### src/hw/rtl/nps_pkg.sv
// nps_pkg: shared types and codes of the nearest point snap search block
// depends on nothing; used by nps_dist_unit and nearest_point_snap_search
package nps_pkg;

    // item opcodes
    localparam logic [1:0] OP_CLEAR  = 2'd0;
    localparam logic [1:0] OP_APPEND = 2'd1;
    localparam logic [1:0] OP_QUERY  = 2'd2;

    // result status codes
    localparam logic [2:0] ST_DONE     = 3'd0;
    localparam logic [2:0] ST_FULL     = 3'd1;
    localparam logic [2:0] ST_DISABLED = 3'd2;
    localparam logic [2:0] ST_NONE     = 3'd3;
    localparam logic [2:0] ST_KEPT     = 3'd4;
    localparam logic [2:0] ST_NEW      = 3'd5;

    // configuration register indexes (paddr[2])
    localparam logic REG_ENABLE = 1'b0;
    localparam logic REG_RADIUS = 1'b1;

    // squared distance inside the window: two squares of at most 255
    localparam int DIST_W = 17;

    typedef struct packed {
        logic [1:0]         opcode;
        logic [1:0]         point_group;
        logic signed [15:0] pos_x;
        logic signed [15:0] pos_y;
        logic [15:0]        point_tag;
    } t_in_item;

    typedef struct packed {
        logic [2:0]         status;
        logic               has_snap;
        logic signed [15:0] snap_x;
        logic signed [15:0] snap_y;
        logic [15:0]        snap_tag;
    } t_out_item;

    // one stored candidate point
    typedef struct packed {
        logic [1:0]         group;
        logic signed [15:0] x;
        logic signed [15:0] y;
        logic [15:0]        tag;
    } t_entry;

    localparam int ENTRY_W = $bits(t_entry);

    // one evaluated candidate leaving the distance unit
    typedef struct packed {
        logic                valid;
        logic                in_win;
        logic [DIST_W-1:0]   sq_dist;
        t_entry              entry;
    } t_dist_res;

    typedef enum logic [1:0] {
        S_IDLE,
        S_SCAN,
        S_DRAIN,
        S_FINISH
    } t_state;

endpackage

### src/hw/rtl/nps_dist_unit.sv
// nps_dist_unit: two stage window test and squared distance of one candidate a cycle
// depends on nps_pkg
module nps_dist_unit (
    input  logic                  i_clk,
    input  logic                  i_rst_n,
    input  logic                  i_valid,
    input  nps_pkg::t_entry       i_entry,
    input  logic signed [15:0]    i_cx,
    input  logic signed [15:0]    i_cy,
    input  logic [7:0]            i_radius,
    output nps_pkg::t_dist_res    o_res,
    output logic                  o_busy
);

    logic signed [16:0] w_dx;
    logic signed [16:0] w_dy;
    logic signed [16:0] w_r;
    logic signed [16:0] w_neg_r;
    logic               w_in_win;
    logic signed [17:0] w_sqx;
    logic signed [17:0] w_sqy;

    logic               r_a_valid;
    logic               r_a_in;
    logic signed [8:0]  r_a_dx;
    logic signed [8:0]  r_a_dy;
    nps_pkg::t_entry    r_a_entry;

    logic               r_b_valid;
    logic               r_b_in;
    logic [15:0]        r_b_sqx;
    logic [15:0]        r_b_sqy;
    nps_pkg::t_entry    r_b_entry;

    // window is -r < d <= r on both axes, so an inside offset fits 9 bits
    assign w_dx     = {i_cx[15], i_cx} - {i_entry.x[15], i_entry.x};
    assign w_dy     = {i_cy[15], i_cy} - {i_entry.y[15], i_entry.y};
    assign w_r      = {9'd0, i_radius};
    assign w_neg_r  = -w_r;
    assign w_in_win = (w_dx <= w_r) && (w_dx > w_neg_r) && (w_dy <= w_r) && (w_dy > w_neg_r);

    assign w_sqx = r_a_dx * r_a_dx;
    assign w_sqy = r_a_dy * r_a_dy;

    always_ff @(posedge i_clk) begin
        if (!i_rst_n) begin
            r_a_valid <= 1'b0;
            r_b_valid <= 1'b0;
        end else begin
            r_a_valid <= i_valid;
            r_b_valid <= r_a_valid;
        end
    end

    always_ff @(posedge i_clk) begin
        r_a_in    <= w_in_win;
        r_a_dx    <= w_dx[8:0];
        r_a_dy    <= w_dy[8:0];
        r_a_entry <= i_entry;
        r_b_in    <= r_a_in;
        r_b_sqx   <= w_sqx[15:0];
        r_b_sqy   <= w_sqy[15:0];
        r_b_entry <= r_a_entry;
    end

    always_comb begin
        o_res.valid   = r_b_valid;
        o_res.in_win  = r_b_in;
        o_res.sq_dist = {1'b0, r_b_sqx} + {1'b0, r_b_sqy};
        o_res.entry   = r_b_entry;
    end

    assign o_busy = r_a_valid || r_b_valid;

endmodule

### config.mk
export PLATFORM = sky130hd
export DESIGN_NAME = nps_dist_unit
export DESIGN_NICKNAME = d
export VERILOG_FILES = /design/src/hw/rtl/nps_pkg.sv /design/src/hw/rtl/nps_dist_unit.sv
export SDC_FILE = /design/constraint.sdc
export NUM_CORES = 1
export LEC_CHECK = 0
export BUFFER_PORTS_ARGS = -buffer_cell sky130_fd_sc_hd__buf_2
export CORE_UTILIZATION = 63
export CTS_BUF_LIST = sky130_fd_sc_hd__clkbuf_16
export CTS_CLUSTER_SIZE = 40
export DETAILED_ROUTE_END_ITERATION = 10
export GPL_TIMING_DRIVEN = 0
export PLACE_DENSITY_LB_ADDON = 0.15
export SLEW_MARGIN = 20
export SYNTH_ARGS = -nofsm -noshare
export SYNTH_HDL_FRONTEND = slang
export SYNTH_SLANG_ARGS = --single-unit
### constraint.sdc
create_clock -name i_clk -period 14.7 [get_ports i_clk]
set_clock_uncertainty 0.1 [all_clocks]
set_input_delay 0.735 -clock i_clk [delete_from_list [all_inputs] [get_ports i_clk]]
set_output_delay 0.735 -clock i_clk [all_outputs]
set_load 0.1 [all_outputs]
======== Yosys cells after proc, flatten, opt, wreduce, memory -nomap -nowiden ========
Index checks and enable logic that the tools add are counted.
word-level totals
  register bits ........................... 154
cells by class
  add/sub/neg operators ................... 4
  $mul .................................... 2
  order comparisons ....................... 4
  reduce and logical (&&, ||, !) cells .... 4
operators by type and width
  operator             count
  $gt A17 B17 Y1       2
  $le A17 B9 Y1        2
  $sub A16 B16 Y17     2
  $mul A9 B9 Y16       2
  $add A16 B16 Y17     1
  $neg A8 Y17          1
  $logic_and A1 B1 Y1  3
  $logic_or A1 B1 Y1   1

======== Longest topological paths before layout ========
  word-level depth ........................ 5
  depth in mapped cells ................... 21
  depth with buffers taken out ............ 20

======== Worst setup path after synthesis ========
OpenSTA, ideal clock, no wires.
  path kind ............................... reg2reg
  start point ............................. register r_a_dy[8]
  end point ............................... register r_b_sqy[15]
  library setup time ...................... 122 ps
  arrival ................................. 4637 ps
  required time ........................... 14478 ps
  setup slack ............................. 9840 ps
  cell stages (with the launch flop) ...... 20
  buffers on the path ..................... 1
  clock period less this slack ............ 4860 ps
  cells stage by stage .................... dfxtp_1 clkbuf_1 nor2b_1 fa_1 inv_1 fa_1 inv_1 fa_1 fa_1 fa_1 ha_1 inv_1 nor2_1 nor2_1 o21bai_1 a21oi_1 o21bai_1 a21oi_1 o21ai_0 xnor2_1
between the ends
  word-level cells in the longest chain between the ends .. 1
RTL lines
  what                    RTL line             RTL
  from (decl)             nps_dist_unit.sv:26  logic signed [8:0] r_a_dy;
  from (signal assigned)  nps_dist_unit.sv:58  r_a_dy <= w_dy[8:0];
  $mul A9 B9 Y16          nps_dist_unit.sv:43  assign w_sqy = r_a_dy * r_a_dy;
  named net w_sqy[15]     nps_dist_unit.sv:21  logic signed [17:0] w_sqy;
  to (signal assigned)    nps_dist_unit.sv:62  r_b_sqy <= w_sqy[15:0];
  to (decl)               nps_dist_unit.sv:32  logic [15:0] r_b_sqy;
The timed path passes the listed nets, and every way through them passes these cells.
A chain may end at the register's enable or synchronous reset.

======== Final worst setup path ========
Same ends and word-level chain as after synthesis.

==> impl_metrics.py <==
metrics = {
    "floorplanning": {
        "die-area_mm2": 0.0181,
        "die_y_um": 135,
        "die_w_um": 135,
        "io_pins": 163,
        "start_util_pct": 64.3,
        "rows": 48,
        "core-area_mm2": 0.0172,
    },
    "yosys": {
        "async_reset_ff_share_pct": 0,
        "ys.flop_type": "dfxtp_1",
        "syn_nets": 1480,
        "synth.distinct_cells": 58,
        "synth_compound_area_share_pct": 10.1,
        "synth.cell_area_mm2": 0.0111,
        "yosys_warnings": 0,
        "ys_ff_latch": 152,
        "muxShareOfSynthArea_pct": 0.0903,
        "seq_area_frac_synth_pct": 27.4,
        "synth_top_family_by_area": "adder cells",
        "netlist_top_cells_area": "dfxtp_1 27%, fa_1 20%, ha_1 18%",
        "syn_avg_cell_area_um2": 9.94,
        "synth_edf_count": 0,
        "yosys.area_share.simple_pct": 10.5,
        "synth.top_cell.area_share_pct": 27.4,
        "synthCells": 1115,
        "synth_xor_area_share_pct": 5.85,
        "synth_commonest_cells": "213 x inv_1, 161 x ha_1, 152 x dfxtp_1",
        "synth_top_cell_by_area": "dfxtp_1",
        "synth-adder-area-share_pct": 38.2,
        "synth_most_common_cell": "inv_1",
    },
    "timing": {
        "max_freq_mhz": 185,
        "finalCritPeriodShare_pct": 36.7,
        "hold_viol_final": 0,
        "finalWorstPathRequiredPeriod_ns": 5.40,
        "tightest_slew_ns": 0.853,
        "slew_viol_final": 0,
        "rsz0062_at_grt": "no",
        "fin_setup_tns_ns": 0,
        "setup_viol": 0,
        "maxSlewHeadroom_pct": 43.0,
    },
    "cts": {
        "path_clk_slew_ns": 0.07,
        "cts_buffer_depth": 2,
        "cts_made_buffers": 17,
        "clock_sinks": 152,
        "cts_tree": "yes",
        "clock_insertion_delay_worst_skew_ns": 0.43,
        "cts.repair.resized": 0,
        "postCtsSetupBuffers": 0,
        "ctsHtreeMaxLevel": 4,
        "cts-root-buf": "clkbuf_16",
        "ctsHoldBuffers": 0,
    },
    "drt": {
        "drtIter0Drc": 293,
        "ant_nets": 0,
        "wl_per_cell_um": 13.8,
        "drc": 0,
        "drt-total-wl_mm": 21.1,
        "via_per_inst": 5.20,
        "dr.pass1.iters": 5,
        "vias": 7976,
    },
    "global_route": {
        "grt_pass1_vias": 8236,
        "grt_usage_pct": 25.5,
        "grt_max_degree": 17,
        "overflow": 0,
        "grt_pass1_wl_mm": 36.6,
        "antenna_found_initial": 0,
    },
    "final_layout": {
        "syn2layout_area_growth_pct": 15.2,
        "multi_input_area_mm2": 0.00719,
        "final_nets": 1661,
        "regArea_mm2": 0.00304,
        "post_route_cells_drive_above_1_share_pct": 15.9,
        "insertedDiodeCount": 0,
        "fillerInstances": 1293,
    },
    "critical_path": {
        "worstSetupPathType": "flop to flop",
        "start_kind": "flop",
        "worstPathMaxFanout": 10,
        "endpoint_kind": "flop",
        "arrival_ns": 5.61,
        "reg2reg_depth": 18,
        "worst-endpoint-required_ns": 14.91,
    },
    "hold_path": {
        "hold_class": "flop to flop",
        "worstHoldPathCells": 0,
    },
    "run": {
        "cap_violations": 0,
    },
    "placed_design": {
        "hpwl_mm": 17.4,
        "port_buffers": 162,
        "gp_congestion": 0.829,
    },
    "status": {
        "status": "finished, final reports clean",
    },
}
## sequential cells by signal, summed over array words and instances (netlist names)
signal and count:
r_b_sqx 15, r_a_dy 9, r_a_in 1, r_b_sqy 15
r_a_valid 1, o_res 50, r_a_entry 50, r_b_valid 1
r_b_in 1, r_a_dx 9
## cell usage in the layout, fill, tap and decap left out, types with 3 or more instances in the layout
master       n
xor2_1      16
or3_1        3
a21oi_1     45
fa_1       111
o21ai_0     25
clkinv_4     3
nand3_1     11
nand4_1     10
nor3_1      11
xnor2_1     58
dfxtp_1    152
nor2b_1     24
nor3b_1      4
a21o_1      22
a211oi_1     7
or2_2        3
clkbuf_16   17
clkinv_8     3
nor4_1       6
nor2_1      41
o31a_1       3
ha_1       161
nand2_1     53
o21bai_1    12
a31oi_1      4
o21a_1      19
o2111ai_1    4
and2_1      41
clkbuf_1    11
inv_1      214
inv_8        3
nand2b_1     8
buf_2      162
## worst paths after layout
| check | startpoint | end | slack (ns) |
|---|---|---|---|
| worst min register to register | r_a_entry[4]$_DFF_P_ | o_res[4]$_DFF_P_ | 0.22 |
| worst max-delay path | r_a_dy[8]$_DFF_P_ | r_b_sqy[15]$_DFF_P_ | 9.30 |
| worst min-delay path | r_a_entry[4]$_DFF_P_ | o_res[4]$_DFF_P_ | 0.22 |
| worst max register to register | r_a_dy[8]$_DFF_P_ | r_b_sqy[15]$_DFF_P_ | 9.30 |
## per-layer routing
metal | share of wire [%] | routed length, um | global-route usage (%)
met1 | 43 | 9010 | 30.8
met5 | 0 | 0 | 0
met4 | 1.8 | 387 | 7.55
met2 | 52 | 11000 | 46.1
met3 | 3.3 | 686 | 4.84
## worst max-delay path, cell delays in order, from the launching register on
cell	delay (ns)
dfxtp_1	0.47
clkbuf_1	0.36
nand2_1	0.21
fa_1	0.54
fa_1	0.51
inv_1	0.05
fa_1	0.48
fa_1	0.57
fa_1	0.43
ha_1	0.34
inv_1	0.09
nor2_1	0.05
nor2_1	0.17
o21bai_1	0.09
a21oi_1	0.23
o21bai_1	0.10
a21oi_1	0.21
o21ai_0	0.14
xnor2_1	0.14
## through the flow
step	setup WS, ns	util (%)	cells	hold slack (ns)	instance area (um2)
CTS	9.26	74.1	1534	0.226	12800
finish	9.30	74.1	1534	0.223	12800
floorplan	9.84	-	1115	0.210	11100
detailed placement	9.33	70.7	1502	0.212	12200
global route	8.98	74.1	1534	0.226	12800
global placement	9.42	70.7	1502	0.210	12200
## layout make-up
| class | instances | area share (%) |
|---|---|---|
| Clock buffer | 17 | 3.33 |
| Tap cell | 225 | 2.20 |
| Sequential cell | 152 | 23.8 |
| Inverter | 213 | 6.26 |
| Timing Repair Buffer | 162 | 6.35 |
| Clock inverter | 15 | 1.32 |
| Multi-Input combinational cell | 737 | 56.3 |
| Buffer | 13 | 0.441 |
## logic make-up (layout without fill, tap and decap cells)
kind of cell | Yosys count | count (layout)
adder cells (fa/ha/maj) | 272 | 272
buffers and inverters | 226 | 420
AND/OR/NAND/NOR | 225 | 225
AO/OA/AOI/OAI | 165 | 165
flip-flops | 152 | 152
XOR/XNOR | 74 | 74
multiplexers | 1 | 1
Power is left out: the tool's default activity adds up to more than one toggle a clock period on the data nets, which glitch-free logic cannot reach.
